$ cat src/sv/ubml_pkg.sv
// Shared types and constants for the batch memory loader.
// Used by the front, queue, back and top-level modules; depends on nothing.
package ubml_pkg;

  localparam logic [7:0] CMD_BATCH = 8'h42;
  localparam int unsigned WORDS_PER_BATCH_DEF = 16;

  // command queue between front and back
  localparam int unsigned QUEUE_DEPTH = 4;
  localparam int unsigned QUEUE_PTR_W = $clog2(QUEUE_DEPTH);
  localparam int unsigned QUEUE_CNT_W = $clog2(QUEUE_DEPTH + 1);

  localparam logic KIND_WRITE = 1'b0;
  localparam logic KIND_TX    = 1'b1;

  // back-end emission steps: one write, then four checksum bytes
  typedef enum logic [2:0] {
    STEP_WRITE = 3'd0,
    STEP_TX0   = 3'd1,
    STEP_TX1   = 3'd2,
    STEP_TX2   = 3'd3,
    STEP_TX3   = 3'd4
  } step_t;

  typedef enum logic [1:0] {
    PH_IDLE = 2'd0,
    PH_ADDR = 2'd1,
    PH_DATA = 2'd2
  } phase_t;

  // one completed data word, as handed from front to back
  typedef struct packed {
    logic        fin;
    logic [31:0] addr;
    logic [31:0] word;
    logic [31:0] sum;
  } cmd_t;

endpackage

$ cat src/sv/ubml_front.sv
// Front end: accepts serial bytes, tracks command/address/data phases and
// assembles words. Pushes one command per completed data word. Uses ubml_pkg.
module ubml_front #(
  parameter int unsigned WORDS_PER_BATCH = ubml_pkg::WORDS_PER_BATCH_DEF
) (
  input  logic            clk,
  input  logic            rst,
  input  logic            accept,
  input  logic [7:0]      rx_byte,
  output logic            cmd_push,
  output ubml_pkg::cmd_t  cmd
);

  localparam int unsigned WIDX_W = (WORDS_PER_BATCH > 1) ? $clog2(WORDS_PER_BATCH) : 1;
  localparam logic [WIDX_W-1:0] WIDX_LAST = WIDX_W'(WORDS_PER_BATCH - 1);

  ubml_pkg::phase_t phase, phase_next;
  logic [1:0]        byte_index, byte_index_next;
  logic [WIDX_W-1:0] word_index, word_index_next;
  logic [31:0]       assembly_shift, assembly_shift_next;
  logic [31:0]       write_pointer, write_pointer_next;
  logic [31:0]       xor_sum, xor_sum_next;

  logic [31:0] shifted;
  logic        word_done;
  logic        batch_done;
  logic [31:0] sum_new;

  assign shifted    = {assembly_shift[23:0], rx_byte};
  assign word_done  = (byte_index == 2'd3);
  assign batch_done = (word_index == WIDX_LAST);
  assign sum_new    = xor_sum ^ shifted;

  // phase transitions
  always_comb begin
    phase_next = phase;
    if (accept) begin
      unique case (phase)
        ubml_pkg::PH_ADDR: begin
          if (word_done) phase_next = ubml_pkg::PH_DATA;
        end
        ubml_pkg::PH_DATA: begin
          if (word_done && batch_done) phase_next = ubml_pkg::PH_IDLE;
        end
        default: begin
          phase_next = (rx_byte == ubml_pkg::CMD_BATCH) ? ubml_pkg::PH_ADDR
                                                        : ubml_pkg::PH_IDLE;
        end
      endcase
    end
  end

  // datapath and queue push
  always_comb begin
    byte_index_next     = byte_index;
    word_index_next     = word_index;
    assembly_shift_next = assembly_shift;
    write_pointer_next  = write_pointer;
    xor_sum_next        = xor_sum;
    cmd_push            = 1'b0;
    cmd.fin             = batch_done;
    cmd.addr            = write_pointer;
    cmd.word            = shifted;
    cmd.sum             = sum_new;
    if (accept) begin
      unique case (phase) inside
        ubml_pkg::PH_ADDR, ubml_pkg::PH_DATA: begin
          if (!word_done) begin
            byte_index_next     = byte_index + 2'd1;
            assembly_shift_next = shifted;
          end else begin
            byte_index_next     = 2'd0;
            assembly_shift_next = 32'd0;
            if (phase == ubml_pkg::PH_ADDR) begin
              write_pointer_next = shifted;
              word_index_next    = '0;
              xor_sum_next       = 32'd0;
            end else begin
              cmd_push           = 1'b1;
              xor_sum_next       = sum_new;
              write_pointer_next = write_pointer + 32'd4;
              word_index_next    = batch_done ? '0 : word_index + 1'b1;
            end
          end
        end
        default: begin
          if (rx_byte == ubml_pkg::CMD_BATCH) begin
            byte_index_next     = 2'd0;
            word_index_next     = '0;
            assembly_shift_next = 32'd0;
            xor_sum_next        = 32'd0;
          end
        end
      endcase
    end
  end

  always_ff @(posedge clk) begin
    if (rst) begin
      phase          <= ubml_pkg::PH_IDLE;
      byte_index     <= 2'd0;
      word_index     <= '0;
      assembly_shift <= 32'd0;
      write_pointer  <= 32'd0;
      xor_sum        <= 32'd0;
    end else begin
      phase          <= phase_next;
      byte_index     <= byte_index_next;
      word_index     <= word_index_next;
      assembly_shift <= assembly_shift_next;
      write_pointer  <= write_pointer_next;
      xor_sum        <= xor_sum_next;
    end
  end

endmodule

$ cat src/sv/ubml_queue.sv
// Short command queue between front and back.
// Holds ubml_pkg::cmd_t entries; depth from ubml_pkg::QUEUE_DEPTH.
module ubml_queue (
  input  logic            clk,
  input  logic            rst,
  input  logic            push,
  input  ubml_pkg::cmd_t  push_data,
  input  logic            pop,
  output ubml_pkg::cmd_t  head,
  output logic            q_empty,
  output logic            q_full
);

  ubml_pkg::cmd_t mem [ubml_pkg::QUEUE_DEPTH];
  logic [ubml_pkg::QUEUE_PTR_W-1:0] wr_ptr, rd_ptr;
  logic [ubml_pkg::QUEUE_CNT_W-1:0] count;
  logic do_push, do_pop;

  assign q_empty = (count == '0);
  assign q_full  = (count == ubml_pkg::QUEUE_CNT_W'(ubml_pkg::QUEUE_DEPTH));
  assign do_push = push && !q_full;
  assign do_pop  = pop && !q_empty;
  assign head    = mem[rd_ptr];

  always_ff @(posedge clk) begin
    if (do_push) mem[wr_ptr] <= push_data;
  end

  always_ff @(posedge clk) begin
    if (rst) begin
      wr_ptr <= '0;
      rd_ptr <= '0;
      count  <= '0;
    end else begin
      if (do_push) wr_ptr <= wr_ptr + 1'b1;
      if (do_pop)  rd_ptr <= rd_ptr + 1'b1;
      case ({do_push, do_pop})
        2'b10:   count <= count + 1'b1;
        2'b01:   count <= count - 1'b1;
        default: count <= count;
      endcase
    end
  end

endmodule

$ cat src/sv/ubml_back.sv
// Back end: turns queued commands into results, one per cycle while pop is high,
// via an output register. A final word adds four checksum bytes. Uses ubml_pkg.
module ubml_back (
  input  logic            clk,
  input  logic            rst,
  input  ubml_pkg::cmd_t  head,
  input  logic            q_empty,
  output logic            q_pop,
  input  logic            pop,
  output logic            out_valid,
  output logic            kind,
  output logic [31:0]     mem_address,
  output logic [31:0]     mem_word,
  output logic [7:0]      tx_data,
  output logic            last
);

  ubml_pkg::step_t step, step_next;
  logic       load;
  logic       gen;
  logic       out_valid_next;

  logic        r_kind;
  logic [31:0] r_addr;
  logic [31:0] r_word;
  logic [7:0]  r_tx;
  logic        r_last;

  assign load = !out_valid || pop;
  assign gen  = load && !q_empty;

  // result fields for the current step
  always_comb begin
    r_kind = ubml_pkg::KIND_TX;
    r_addr = 32'd0;
    r_word = 32'd0;
    r_tx   = 8'd0;
    r_last = 1'b0;
    unique case (step)
      ubml_pkg::STEP_WRITE: begin
        r_kind = ubml_pkg::KIND_WRITE;
        r_addr = head.addr;
        r_word = head.word;
        r_last = !head.fin;
      end
      ubml_pkg::STEP_TX0: r_tx = head.sum[31:24];
      ubml_pkg::STEP_TX1: r_tx = head.sum[23:16];
      ubml_pkg::STEP_TX2: r_tx = head.sum[15:8];
      ubml_pkg::STEP_TX3: begin
        r_tx   = head.sum[7:0];
        r_last = 1'b1;
      end
      default: r_tx = 8'd0;
    endcase
  end

  // step sequencing and queue retire
  always_comb begin
    q_pop          = 1'b0;
    step_next      = step;
    out_valid_next = load ? !q_empty : 1'b1;
    if (gen) begin
      // retire the entry after its last result
      q_pop = r_last;
      unique case (step)
        ubml_pkg::STEP_WRITE: begin
          step_next = head.fin ? ubml_pkg::STEP_TX0 : ubml_pkg::STEP_WRITE;
        end
        ubml_pkg::STEP_TX0: step_next = ubml_pkg::STEP_TX1;
        ubml_pkg::STEP_TX1: step_next = ubml_pkg::STEP_TX2;
        ubml_pkg::STEP_TX2: step_next = ubml_pkg::STEP_TX3;
        default:            step_next = ubml_pkg::STEP_WRITE;
      endcase
    end
  end

  always_ff @(posedge clk) begin
    if (rst) begin
      step      <= ubml_pkg::STEP_WRITE;
      out_valid <= 1'b0;
    end else begin
      step      <= step_next;
      out_valid <= out_valid_next;
    end
  end

  always_ff @(posedge clk) begin
    if (gen) begin
      kind        <= r_kind;
      mem_address <= r_addr;
      mem_word    <= r_word;
      tx_data     <= r_tx;
      last        <= r_last;
    end
  end

endmodule

$ cat src/sv/uart_batch_memory_loader.sv
// Batch memory loader driven by received serial bytes.
// Input channel: rx_byte, taken when push is high and full is low. Command
// byte 0x42 starts a batch; four bytes of big-endian start address and then
// WORDS_PER_BATCH big-endian data words follow. Other bytes while idle drop.
// Result channel: a queue interface; while empty is low the oldest result is
// on kind/mem_address/mem_word/tx_data/last, and pop takes it.
// Each completed data word gives a memory write (kind 0); the last word of a
// batch gives the write plus four checksum bytes (kind 1), MSB first.
// Throughput: one byte per cycle in while full is low; results leave at one
// per cycle from an output register while pop is high. A completed word goes
// through a queue entry, then the output register, to the result ports.
// A four-entry command queue sits between the byte front end and the result
// back end; full rises only when that queue is full, i.e. when the receiver
// has held off popping for long enough. A final word occupies the back end
// for its write and then four checksum bytes.
// Reset clears phase, counters, write pointer, checksum, queue pointers and
// output valid flag; empty is high afterwards.
module uart_batch_memory_loader #(
  parameter int unsigned WORDS_PER_BATCH = ubml_pkg::WORDS_PER_BATCH_DEF
) (
  input  logic        clk,
  input  logic        rst,
  input  logic        push,
  output logic        full,
  input  logic [7:0]  rx_byte,
  output logic        empty,
  input  logic        pop,
  output logic        kind,
  output logic [31:0] mem_address,
  output logic [31:0] mem_word,
  output logic [7:0]  tx_data,
  output logic        last
);

  ubml_pkg::cmd_t cmd;
  ubml_pkg::cmd_t head;
  logic cmd_push;
  logic q_empty, q_full, q_pop;
  logic out_valid;
  logic accept;

  assign full   = q_full;
  assign empty  = !out_valid;
  assign accept = push && !q_full;

  ubml_front #(
    .WORDS_PER_BATCH(WORDS_PER_BATCH)
  ) u_front (
    .clk      (clk),
    .rst      (rst),
    .accept   (accept),
    .rx_byte  (rx_byte),
    .cmd_push (cmd_push),
    .cmd      (cmd)
  );

  ubml_queue u_queue (
    .clk       (clk),
    .rst       (rst),
    .push      (cmd_push),
    .push_data (cmd),
    .pop       (q_pop),
    .head      (head),
    .q_empty   (q_empty),
    .q_full    (q_full)
  );

  ubml_back u_back (
    .clk         (clk),
    .rst         (rst),
    .head        (head),
    .q_empty     (q_empty),
    .q_pop       (q_pop),
    .pop         (pop),
    .out_valid   (out_valid),
    .kind        (kind),
    .mem_address (mem_address),
    .mem_word    (mem_word),
    .tx_data     (tx_data),
    .last        (last)
  );

`ifndef SYNTHESIS
  a_tx_no_write_fields: assert property (@(posedge clk) disable iff (rst)
    (!empty && kind == ubml_pkg::KIND_TX) |-> (mem_address == 32'd0 && mem_word == 32'd0))
    else $error("transmit item carries write fields");

  a_write_no_tx: assert property (@(posedge clk) disable iff (rst)
    (!empty && kind == ubml_pkg::KIND_WRITE) |-> (tx_data == 8'd0))
    else $error("write item carries transmit byte");

  a_push_needs_room: assert property (@(posedge clk) disable iff (rst)
    cmd_push |-> !q_full)
    else $error("word completed with command queue full");

  a_reset_empty: assert property (@(posedge clk)
    rst |=> empty)
    else $error("result present after reset");
`endif

endmodule

$ cat config.mk
export PLATFORM = sky130hd
export DESIGN_NAME = uart_batch_memory_loader
export DESIGN_NICKNAME = d
export VERILOG_FILES = /design/src/sv/ubml_pkg.sv /design/src/sv/ubml_front.sv /design/src/sv/ubml_queue.sv /design/src/sv/ubml_back.sv /design/src/sv/uart_batch_memory_loader.sv
export SDC_FILE = /design/constraint.sdc
export NUM_CORES = 1
export LEC_CHECK = 0
export ABC_AREA = 1
export BUFFER_PORTS_ARGS = -buffer_cell sky130_fd_sc_hd__buf_2
export CELL_PAD_IN_SITES_DETAIL_PLACEMENT = 0
export CELL_PAD_IN_SITES_GLOBAL_PLACEMENT = 1
export CORE_ASPECT_RATIO = 1.4
export CORE_MARGIN = 1
export CORE_UTILIZATION = 40
export CTS_CLUSTER_SIZE = 20
export DETAILED_ROUTE_END_ITERATION = 7
export GPL_TIMING_DRIVEN = 0
export MAX_ROUTING_LAYER = met4
export PLACE_DENSITY = 0.68
export SYNTH_ARGS = -nofsm -noshare
export SYNTH_HDL_FRONTEND = slang
export SYNTH_SLANG_ARGS = --single-unit
$ cat constraint.sdc
create_clock -name clk -period 8 [get_ports clk]
set_input_delay 0 -clock clk [delete_from_list [all_inputs] [get_ports clk]]
set_output_delay 0 -clock clk [all_outputs]
set_load 0.005 [all_outputs]
# == Word level (Yosys, flattened, before mapping) ==
# Memory sizes are Yosys's and may differ from the RTL's. A register that Yosys moved wholly into a read port is not among the register bits.
# Cells that the tools add are included.
# totals
reg_bits,181
latchBits,0
mem_bits_rw,388
romBits,0
inputBits,12
out_inout_bits,76
mem_count,1
# mem_list
name,depth,word_bits,read_ports,rd_ports_with_merged_regs,write_ports,line_no,source
u_queue.mem,4,97,1,1,1,ubml_queue.sv:14,ubml_pkg::cmd_t mem [ubml_pkg::QUEUE_DEPTH];
# classes
addsub,7
mul,0
div_mod_pow,0
order_cmp,0
eq_ne,15
shifts,0
muxes,35
n_bitwise,1
reduce_logical,19
# op_table
cell,count
$mux W32,5
$mux W24,2
$add A32 B3 Y32 const B,1
$pmux W8 S4,1
$xor A32 B32 Y32,1
$mux W4,5
$mux W2,7
$pmux W3 S4,1
$mux W1,11
$reduce_and A3 Y1,3
$eq A8 B7 Y1 const B,1
$add A2 B1 Y2 const B,3
$eq A2 B2 Y1 const B,3
$eq A3 B2 Y1 const B,2
$eq A3 B3 Y1 const B,2
$logic_not A3 Y1,2
$ne A2 B1 Y1 const B,3
$pmux W3 S2,1
$logic_and A1 B1 Y1,5
$add A4 B1 Y4 const B,1
$eq A2 B1 Y1 const B,2
$eq A4 B4 Y1 const B,1
$logic_not A1 Y1,4
$pmux W2 S2,1
other kinds (8),9

# == Depth between registers and ports, before layout ==
# Gate-level depths: netlist of run 1.
# logic_depth
depth_word,8
mapped_depth,16

# == By module ==
# Synthesis of run 1 repeated with hierarchy kept, for this count alone.
# hier_totals
hier_cells,2105
hier_area_um2,23396.2
# by_module_without_submodules
mod,n_inst,cells_per_inst,area_per_inst_um2
ubml_queue,1,1007,14824.2
ubml_front,1,765,5151.2
ubml_back,1,330,3407.0
uart_batch_memory_loader,1,3,13.8

# == Least setup slack after synthesis of run 1 ==
# No wires, ideal clock.
# synth_path
path_type,reg2reg
from,reg u_front.phase[0]
to,mem u_queue.mem[0][0] in the netlist's numbering (enable)
arrival_time_ns,5.330
path_slack_ns,2.117
path_stages_with_launch,9
cell_sequence,dfxtp_1 > inv_1 > ha_1 > buf_2 > inv_1 > nand3_1 > nor2_4 > inv_2 > nor2_1
# synth_between
elab_chain_cells,8
elab_cells_between_ends,10
classes_between,2 x eq/ne; 6 x mux; 2 x reduce/logical
# synth_rtl
item,line_no,source
"start, declared",ubml_front.sv:17,"ubml_pkg::phase_t phase, phase_next;"
"start signal, assigned",ubml_front.sv:100,phase <= ubml_pkg::PH_IDLE;
"start signal, assigned",ubml_front.sv:107,phase <= phase_next;
$eq A2 B1 Y1,ubml_front.sv:74,if (phase == ubml_pkg::PH_ADDR) begin
$mux W1,ubml_front.sv:74,
$mux W1,ubml_front.sv:68,if (!word_done) begin
$mux W1 *,ubml_front.sv:66,unique case (phase) inside
$mux W1 *,ubml_front.sv:65,if (accept) begin
$logic_and A1 B1 Y1 *,ubml_queue.sv:21,assign do_push = push && !q_full;
$mux W1 *,ubml_queue.sv:26,if (do_push) mem[wr_ptr] <= push_data;
$mux W1 (implied by the code) *,ubml_queue.sv:26,
"end, declared",ubml_queue.sv:14,
# Every way passes the cells marked *; elsewhere a longest branch is shown, timed or not.

# == Worst setup path after layout of run 1 ==
# layout_path
from,reg u_front.phase[0]
to,mem u_queue.mem[3][63] in the netlist's numbering (enable)
# The elaborated chain is that of the path after synthesis.

==> flow_summary.toml, run 1 <==
[synthesis]
yosys-top-cells-area = "edfxtp_1, dfxtp_1, nor2_1"
ys_ff_latch = 571
synth_top_family_by_area = "simple AND/OR/NAND/NOR gates"
syn_inst = 2090
ys_types = 38
synth_compound_area_share_pct = 8.929
synth-simple-area-share_pct = 15.77
synth_area_um2 = 23190
yosysWarnings = 0
synth_xor_area_share_pct = 1.699
synth_largest_area_cell = "edfxtp_1"
syn_nets = 2113
muxShareOfSynthArea_pct = 0
synth_seq_area_share_pct = 69.23
synth_area_per_cell_um2 = 11.10
synth_top_area_share_pct = 59.82
synthAdderAreaFrac_pct = 0.6258

[sta]
worst_pin_slew_ns = 0.7567
min_period_ns = 3.207
hold_viol = 0
setup_viol = 0
finalCritPeriodShare_pct = 40.08
fmax_ghz = 0.3119
finalMaxSlewViolations = 0
slew_headroom_pct = 49.02
tns_ns = 0
skew_ns = 0.01528
hold_ws_ns = 0.3174
rsz0062_at_grt = "false"

[worst_setup_path]
critical_path_arrival_ns = 3.50
startpoint_type = "register"
crit_buf_inv = 7
crit_fanout = 24
critical_path.cell_chain = "inv_1 > ha_1 > buf_2 > inv_1 > nand3_1 > nor2_4 > inv_2 > nor2_4 > buf_12 > buf_12 > buf_16"
endpoint = "u_queue.mem[3][63]"
ff2ff_path_depth = 11
crit_path_top_delay_cell = "nor2_4"
slowest_delay_ns = 0.57
r2r-start = "u_front.phase[0]"
required_ns = 8.29
critical_path_class = "reg -> reg"
startpoint = "u_front.phase[0]"
reg2reg_to = "u_queue.mem[3][63]"
critPathCaptureType = "register"
ff2ff_setup_slack_ns = 4.79
crit_family = "buffers and inverters"
cp.depth = 11

[power_and_ir_drop]
internal-power_mw = 5.631
swShare_pct = 29.34
power.share.sequential_pct = 44.7
p_clk_share_pct = 35.6
p_per_area_nw_per_um2 = 294.5
power_frac_comb_pct = 19.6
ir_worst_vdd_mv = 0.1698
power.total_mw = 7.969
p_leak_nw = 9.401
power.switching_mw = 2.338

[clock_tree]
post_cts_resized = 0
cts_root_buffer = "clkbuf_16"
clkLatencyLatePin_ns = 0.59
clk_pin_slew_ns = 0.07
cts_buffers = 53
cts_sinks = 571
cts_tree = "yes"
cts_htree_levels = 2
clockBufferDepth = 3

[run_status]
status = "finished clean"

[drt]
drt_drc_violations_left = 0
drtIter0Drc = 1149
via_per_inst = 5.143
wirelength_um = 63900
firstDrtPassIters = 7
routedWlPerCell_um = 20.97
vias = 15670
postRouteAntennaNets = 0

[cells_and_area]
area_growth_pct = 16.67
final_nets = 2283
num_antenna_cells = 0
drive_above_1_share_pct = 15.05

[worst_hold_path]
hp-class = "in -> reg"
worstHoldPathCells = 5

[global_route]
grt_pass1_vias = 15340
antenna_found_initial = 1
grt_max_degree = 63
grt_pass1_wl_um = 95120
grt_use_total_pct = 22.42
grt-ovfl-total = 0

[die]
dieArea_um2 = 58960
die_x_um = 205.5
design.core.area_um2 = 57390
io_pins = 88
chipHeight_um = 286.9
start_util_pct = 40.42
row_count = 104

[place]
gp_congestion = 0.8958
dp_hpwl_um = 43800
port_buffers = 87

[flow_run]
maxCapViolations = 0
-- power groups by stage --
stage,Clock [mW],Sequential [mW],Combinational [mW]
6_report,2.84,3.56,1.57
3_5_place_dp,0,3.63,1.59
4_1_cts,2.89,3.57,1.60
5_1_grt,2.99,3.58,1.72
2_1_floorplan,0,3.62,0.918
3_3_place_gp,0,3.64,1.55
-- state kept, by name, summed over array words and instances, names as in the netlist, 3 cells and up, named ones only --
signal	count
u_queue.mem	388
u_front.xor_sum	32
u_queue.count	3
u_back.tx_data	8
u_front.assembly_shift	24
u_back.step	3
u_front.write_pointer	32
u_back.mem_word	32
u_back.mem_address	32
u_front.word_index	4
-- repair_timing --
item / CTS / global route
hold endpoints to repair: 69 / 0
buffers inserted: 0 / 0
hold buffers: 11 / 0
-- synth_stat cells --
cell type	instances
a21oi_1	151
a31oi_1	3
buf_1	5
buf_2	37
buf_4	13
buf_6	2
buf_8	3
clkbuf_1	47
clkinv_1	2
dfxtp_1	109
edfxtp_1	462
fa_1	1
ha_1	10
inv_1	72
inv_2	10
inv_6	1
nand2_1	301
nand2_2	3
nand2_4	3
nand3_1	58
nand3_2	1
nand3_4	1
nand3b_1	3
nand4_1	8
nand4_4	1
nor2_1	409
nor2_2	66
nor2_4	3
nor3_1	5
nor3_2	5
nor4_1	1
o211a_1	1
o211ai_1	2
o21ai_0	203
o21ai_1	11
o22ai_1	32
xnor2_1	3
xor2_1	42
-- metrics by stage --
step           setup WS [ns]  area [um^2]  std cells  utilization (%)
6_report               4.793        27060       3047            47.15
5_1_grt                4.584        27060       3047            47.15
4_1_cts                4.706        27060       3047            47.15
3_5_place_dp           4.731        24970       2936            43.51
3_3_place_gp          -2.034        24560       2919            42.79
2_1_floorplan          2.117        23190       2090                -
-- routing by layer --
layer | part of all wire [%] | global-route usage [%] | vias to the layer above
li1 | - | - | 7530
met2 | 52 | 39.33 | 367
met1 | 40 | 26.12 | 7658
met3 | 3.6 | 2.166 | 117
met5 | 0 | - | -
met4 | 4.1 | 9.167 | 0
-- logic make-up after synthesis --
family                   after synthesis
AND/OR/NAND/NOR                      868
adder cells (fa/ha/maj)               11
AO/OA/AOI/OAI                        403
buffers and inverters                192
XOR/XNOR                              45
flip-flops                           571
-- cell type report --
| class | instances | area, um^2 |
|---|---|---|
| fillers | 5119 | 30330 |
| flip-flops and latches | 571 | 16060 |
| multi-input cells | 1327 | 6297 |
| clock buffers | 68 | 1465 |
| well taps | 742 | 928.4 |
| repair buffers | 115 | 923.4 |
| plain buffers | 107 | 545.5 |
| clock inverters | 32 | 516.7 |
| inverters | 85 | 326.6 |
-- cell usage in the layout, fill, tap and decap left out, types with 11 or more instances in the layout --
master,count
edfxtp_1,462
nor2_1,405
nand2_1,301
o21ai_0,203
a21oi_1,151
buf_2,124
dfxtp_1,109
inv_1,71
nor2_2,66
nand3_1,58
clkbuf_1,56
clkbuf_16,55
xor2_1,42
o22ai_1,32
buf_4,13
bufinv_16,13
buf_12,12
o21ai_1,11
dlygate4sd3_1,11
-- worst min-delay path: stages --
cell and delay (ns):
dlygate4sd3_1 0.53, buf_2 0.13, nor2_1 0.08, o21ai_0 0.09
inv_1 0.05
-- worst min-delay path by stage --
| stage | end | from |
|---|---|---|
| finish | u_back.out_valid | pop |
| global route | u_queue.mem[1][32] | rx_byte[0] |
| CTS | u_back.out_valid | pop |
| detailed placement | u_back.out_valid | pop |
| global placement | u_back.out_valid | pop |
| floorplan | u_queue.mem[0][32] | rx_byte[0] |
(Power assumes the default switching activity.)
==> run 2: changes to the inputs <==
Settings changed: ABC_AREA 1 to 0, PLACE_DENSITY 0.68 to 0.65.
Clock period 8 ns to 3.1 ns, I/O delays scaled along.
==> run 2 against run 1 <==
Compared with the run above: utilization decreased by 0.35 points; fmax increased by 7.4%; critical path depth decreased by 2; setup slack got worse by 4.7 ns; synthesized area decreased by 3.7%; non-clock buffer count decreased by 40; sequential share of layout area increased by 2.7 points; critical path type unchanged; largest power group unchanged.
==> flow_summary.toml, run 2 <==
[synthesis]
synth_ff_type = "edfxtp_1"
synth_area_um2 = 22320
ys_ff_latch = 571
synth_edf_count = 462
synth_async_sr_flop_share_pct = 0
synth_largest_area_cell = "edfxtp_1"
synth_area_per_cell_um2 = 16.20
yosys-top-cells-count = "edfxtp_1, dfxtp_1, nor2_1"
synth_top_area_share_pct = 62.15
syn_inst = 1378
yosysWarnings = 0
synth_seq_area_share_pct = 71.92
yosys-top-cells-area = "edfxtp_1, mux4_2, dfxtp_1"
syn_nets = 1401
ys_types = 54
synthMostInstantiatedCell = "edfxtp_1"

[global_route]
grt-ovfl-total = 0
grt_pass1_wl_um = 81250
antenna_found_initial = 0
grt_use_total_pct = 20.00
grt_max_degree = 49
grt_pass1_vias = 12760

[power_and_ir_drop]
ir_worst_vdd_mv = 0.3912
power.switching_mw = 2.899
internal-power_mw = 12.02
power.total_mw = 14.92
power_frac_comb_pct = 0.7
p_clk_share_pct = 44.3
p_per_area_nw_per_um2 = 576.8
power.share.sequential_pct = 54.9
p_leak_nw = 8.499
swShare_pct = 19.43

[cells_and_area]
layout_commonest_cell = "edfxtp_1"
top_register = "u_queue.mem"
num_antenna_cells = 0
layout_common_cells = "edfxtp_1, nor2_1, dfxtp_1, buf_2, mux4_2"
postLayoutCoreUtil_pct = 46.80
final_nets = 1571
instances_no_fill = 2317
finalInstanceArea_um2 = 25860
drive_above_1_share_pct = 20.77
largest_register_ffs = 388
area_growth_pct = 15.86
fill_cells = 4765

[worst_setup_path]
critical_path_arrival_ns = 3.24
critPathCaptureType = "register"
slowest_delay_ns = 0.47
startpoint_type = "register"
startpoint = "u_front.phase[1]"
cp_common_cell = "buf_4"
critical_path_class = "reg -> reg"
required_ns = 3.35
crit_fanout = 18
r2r-start = "u_front.phase[1]"
crit_path_top_delay_cell = "or2_2"
critical_path.cell_chain = "inv_1 > ha_1 > clkbuf_1 > or2_2 > nor3_4 > buf_4 > clkbuf_8 > and2_4 > buf_4"

[clock_tree]
clkLatencyLatePin_ns = 0.59
cts_tree = "yes"
cts_buffers = 52
cts_root_buffer = "clkbuf_16"
cts_htree_levels = 2
cts_sinks = 571
clk_pin_slew_ns = 0.07
clockBufferDepth = 3

[sta]
hold_viol = 0
finalCritPeriodShare_pct = 96.34
tns_ns = 0
fmax_ghz = 0.3348
finalMaxSlewViolations = 0
rsz0062_at_grt = "false"
worst_pin_slew_ns = 1.176
min_period_ns = 2.986
skew_ns = 0.01984
hold_ws_ns = 0.2453
slew_headroom_pct = 20.86
layout_setup_ws_ns = 0.1135
setup_viol = 0

[drt]
drt_drc_violations_left = 0
postRouteAntennaNets = 0
vias = 12420
drtIter0Drc = 873
via_per_inst = 5.360
firstDrtPassIters = 5
routedWlPerCell_um = 23.54
wirelength_um = 54540

[die]
start_util_pct = 40.40
dieArea_um2 = 56770
row_count = 102
chipHeight_um = 281.5
design.core.area_um2 = 55260
io_pins = 88
die_x_um = 201.7

[place]
port_buffers = 87
post-place-cells = 2199
pre_cts_slack_ns = -1.071
dp_hpwl_um = 34390
dpl_cell_area_um2 = 23870
gp_congestion = 0.8060

[run_status]
status = "finished clean"

[flow_run]
maxCapViolations = 0

[worst_hold_path]
hold_start = "pop"
hp-class = "in -> reg"
==> run 2: critical path: cells and delay by family (launching register included) <==
family,cells,cell delay [ns]
adders and majority gates,1,0.16
buffers and inverters,5,1.08
DFF,1,0.36
and+or+nand+nor,3,1.00
==> run 2: final timing paths <==
| check | to | slack [ns] | cells past startpoint |
|---|---|---|---|
| min reg2reg | u_back.out_valid | 0.47 | 2 |
| max reg2reg | u_queue.mem[1][43] | 0.11 | 9 |
| max | u_queue.mem[1][43] | 0.11 | 9 |
| min | u_back.out_valid | 0.25 | 5 |
==> run 2: kinds of logic after synthesis <==
kind of cell	share of synthesized area [%]
AND/OR/NAND/NOR	8.038
multiplexers	10.53
AO/OA/AOI/OAI	5.487
adder cells (fa/ha/maj)	0.6502
flip-flops	71.92
XOR/XNOR	1.609
buffers and inverters	1.766
==> run 2: layout make-up <==
| cell class | count | area (um^2) | area share [%] |
|---|---|---|---|
| Multi-Input combinational cell | 715 | 5987 | 23.15 |
| Clock inverter | 28 | 320.3 | 1.238 |
| Timing Repair Buffer | 109 | 758.2 | 2.932 |
| Tap cell | 728 | 910.9 | 3.522 |
| Buffer | 73 | 310.3 | 1.200 |
| Inverter | 26 | 101.3 | 0.3919 |
| Clock buffer | 67 | 1419 | 5.486 |
| Sequential cell | 571 | 16060 | 62.08 |
==> run 2: power by group through the flow <==
stage | Combinational, mW | Sequential (mW) | Clock (mW)
5_1_grt | 0.118 | 8.19 | 7.02
3_3_place_gp | 0.0957 | 8.36 | 0
4_1_cts | 0.110 | 8.19 | 6.76
2_1_floorplan | 0.0414 | 8.36 | 0
6_report | 0.109 | 8.19 | 6.62
3_5_place_dp | 0.0982 | 8.36 | 0
==> run 2: what timing repair did <==
item / 4_1_cts / 5_1_grt
setup buffers: 4 / 0
endpoints found under the setup margin: 404 / 361
hold endpoints to repair: 82 / 0
hold buffers: 11 / 0
pin swaps: 5 / 1
resized for setup: 12 / 6
cloned: 8 / 1
==> run 2: layer usage <==
layer  track usage [%]  vias up  routed length, um  part of all wire (%)
met5                 -        -                  0                     0
met4             6.663        0               1748                   3.2
met3             2.346       89               1978                   3.6
met2             37.17      265              29910                    55
met1             22.12     6388              20900                    38
li1                  -     5676                  -                     -
==> run 3: changes to the inputs <==
Settings changed: PLACE_DENSITY 0.65 to default, PLACE_DENSITY_LB_ADDON from default to 0.2.
Clock period 3.1 ns to 3.4 ns, I/O delays scaled along.
==> run 3 against run 2 <==
Compared with the run above: the run now ends with DRC left; critical endpoint is now u_back.tx_data[2]; largest cell class unchanged; clock-buffer cell count is 1 higher; highest routed layer unchanged; clock power down 7.9%; global-route usage about the same; setup slack worse by 0.0015 ns; first-iteration DRC count grew 3.7%; fmax is 9.2% lower; routed wire length is 0.26% higher; register-to-register slack is essentially flat; clock skew down 0.0032 ns.
==> flow_summary.toml, run 3 (synthesis gave the netlist of run 2 again) <==
[run_status]
status = "finished, violations left"
violations = "DRC"

[cells_and_area]
largest_register_ffs = 388
area_growth_pct = 15.49
final_nets = 1564
postLayoutCoreUtil_pct = 46.65
num_antenna_cells = 0
layout_commonest_cell = "edfxtp_1"
top_register = "u_queue.mem"
drive_above_1_share_pct = 19.74
layout_common_cells = "edfxtp_1, nor2_1, dfxtp_1, buf_2, mux4_2"

[place]
pre_cts_slack_ns = -0.9391
gp_congestion = 0.7841
dp_hpwl_um = 34420
port_buffers = 87

[flow_run]
maxCapViolations = 0

[sta]
worst_pin_slew_ns = 1.167
skew_ns = 0.01666
finalMaxSlewViolations = 0
rsz0062_at_grt = "false"
min_period_ns = 3.288
layout_setup_ws_ns = 0.1120
hold_viol = 0
finalCritPeriodShare_pct = 96.71
slew_headroom_pct = 21.47
tns_ns = 0
fmax_ghz = 0.3041
setup_viol = 0

[worst_setup_path]
critical_path_class = "reg -> reg"
critPathCaptureType = "register"
cp_common_cell = "clkbuf_1"
ff2ff_path_depth = 6
required_ns = 3.67
reg2reg_to = "u_back.tx_data[2]"
slowest_delay_ns = 0.79
critical_path_arrival_ns = 3.56
crit_path_top_delay_cell = "clkbuf_1"
crit_fanout = 10
critical_path.cell_chain = "clkbuf_1 > clkbuf_1 > clkbuf_1 > mux4_2 > a22oi_1 > o21ai_0"
ff2ff_setup_slack_ns = 0.11
startpoint_type = "register"

[die]
start_util_pct = 40.40
chipHeight_um = 281.5
row_count = 102
dieArea_um2 = 56770
design.core.area_um2 = 55260
io_pins = 88
die_x_um = 201.7

[worst_hold_path]
worstHoldPathCells = 5
hp-class = "in -> reg"
min_to = "u_front.byte_index[1]"
hold_start = "push"

[drt]
drtIter0Drc = 905
wirelength_um = 54680
postRouteAntennaNets = 0
routedWlPerCell_um = 23.63
drt_drc_violations_left = 1
firstDrtPassIters = 8
via_per_inst = 5.396
vias = 12490

[global_route]
grtUsageMet2_pct = 37.14
antenna_found_initial = 0
use_met1_pct = 22.58
grt-ovfl-total = 0
grt_pass1_vias = 12710
grt_pass1_wl_um = 81160
grt_use_total_pct = 20.02
met3_usage_pct = 2.150
grt_max_degree = 50
grt.busiest_layer = "met2"

[power_and_ir_drop]
power_frac_comb_pct = 0.7
power.switching_mw = 2.654
internal-power_mw = 11.02
ir_worst_vdd_mv = 0.3464
p_per_area_nw_per_um2 = 530.5
swShare_pct = 19.41
p_leak_nw = 8.449
power.share.sequential_pct = 54.6
power.total_mw = 13.68
p_clk_share_pct = 44.6

[clock_tree]
cts_root_buffer = "clkbuf_16"
clockBufferDepth = 3
cts_sinks = 571
clkLatencyLatePin_ns = 0.59
cts_htree_levels = 2
cts_tree = "yes"
cts_buffers = 53
clk_pin_slew_ns = 0.07
-- run 3: changes by cell type in the layout (fill, tap and decap cells not counted), sizes merged --
| cell | previous run | this run |
|---|---|---|
| and2 | 13 | 11 |
| buf | 113 | 110 |
| clkbuf | 125 | 123 |
| clkinv | 17 | 21 |
| dlygate4sd3 | 11 | 10 |
| inv | 25 | 26 |
-- run 3: routing by layer --
metal | up-vias | routed length, um
li1 | 5672 | -
met4 | 0 | 1414
met3 | 100 | 1891
met5 | - | 0
met2 | 263 | 30060
met1 | 6451 | 21310
-- run 3: worst max-delay path by stage --
stage                     startpoint  cells after the start  slack [ns]                  to
global placement    u_front.phase[1]                      9       -2.22  u_queue.mem[3][37]
CTS                         register                     10       0.005    u_queue.count[2]
finish                      register                      6        0.11   u_back.tx_data[2]
global route                register                      6        0.02   u_back.tx_data[2]
floorplan           u_front.phase[0]                      8       -0.25   u_queue.mem[0][0]
detailed placement  u_front.phase[1]                     10       -0.94  u_queue.mem[3][47]
-- run 3: layout make-up --
cell class	instances	area [um^2]
Inverter	26	101.3
Timing Repair inverter	1	5.005
Multi-Input combinational cell	713	5938
Tap cell	728	910.9
Fill cell	4763	29480
Clock buffer	68	1445
Clock inverter	32	336.6
Buffer	72	295.3
Sequential cell	571	16060
Timing Repair Buffer	103	693.2
-- run 3: power by group through the flow --
stage	combinational [mW]	clock, mW	sequential, mW
3_5_place_dp	0.0900	0	7.62
3_3_place_gp	0.0894	0	7.62
2_1_floorplan	0.0378	0	7.62
4_1_cts	0.0994	6.23	7.47
6_report	0.0999	6.10	7.47
5_1_grt	0.107	6.49	7.47
-- run 3: stage by stage --
step	cells	cell area, um^2	hold slack [ns]
2_1_floorplan	1378	22330	0.09887
3_3_place_gp	2193	23680	0.2738
3_5_place_dp	2199	23840	0.2884
4_1_cts	2314	25770	0.05714
5_1_grt	2314	25780	0.1338
6_report	2314	25780	0.08503
-- run 3: what timing repair did --
| action | CTS | global route |
|---|---|---|
| resized for setup | 2 | 2 |
| pin swaps | 3 | 0 |
| endpoints found under the hold margin | 89 | 0 |
| gates cloned | 6 | 1 |
| setup endpoints to repair | 388 | 279 |
| buffers inserted | 0 | 0 |
| hold buffers | 10 | 0 |
-- run 3: worst max-delay path: cells and delay by family, from the launching register on --
family	cells	cell delay (ns)
compound gates	2	0.49
flops	1	0.30
buf+inv	3	1.70
mux	1	0.47
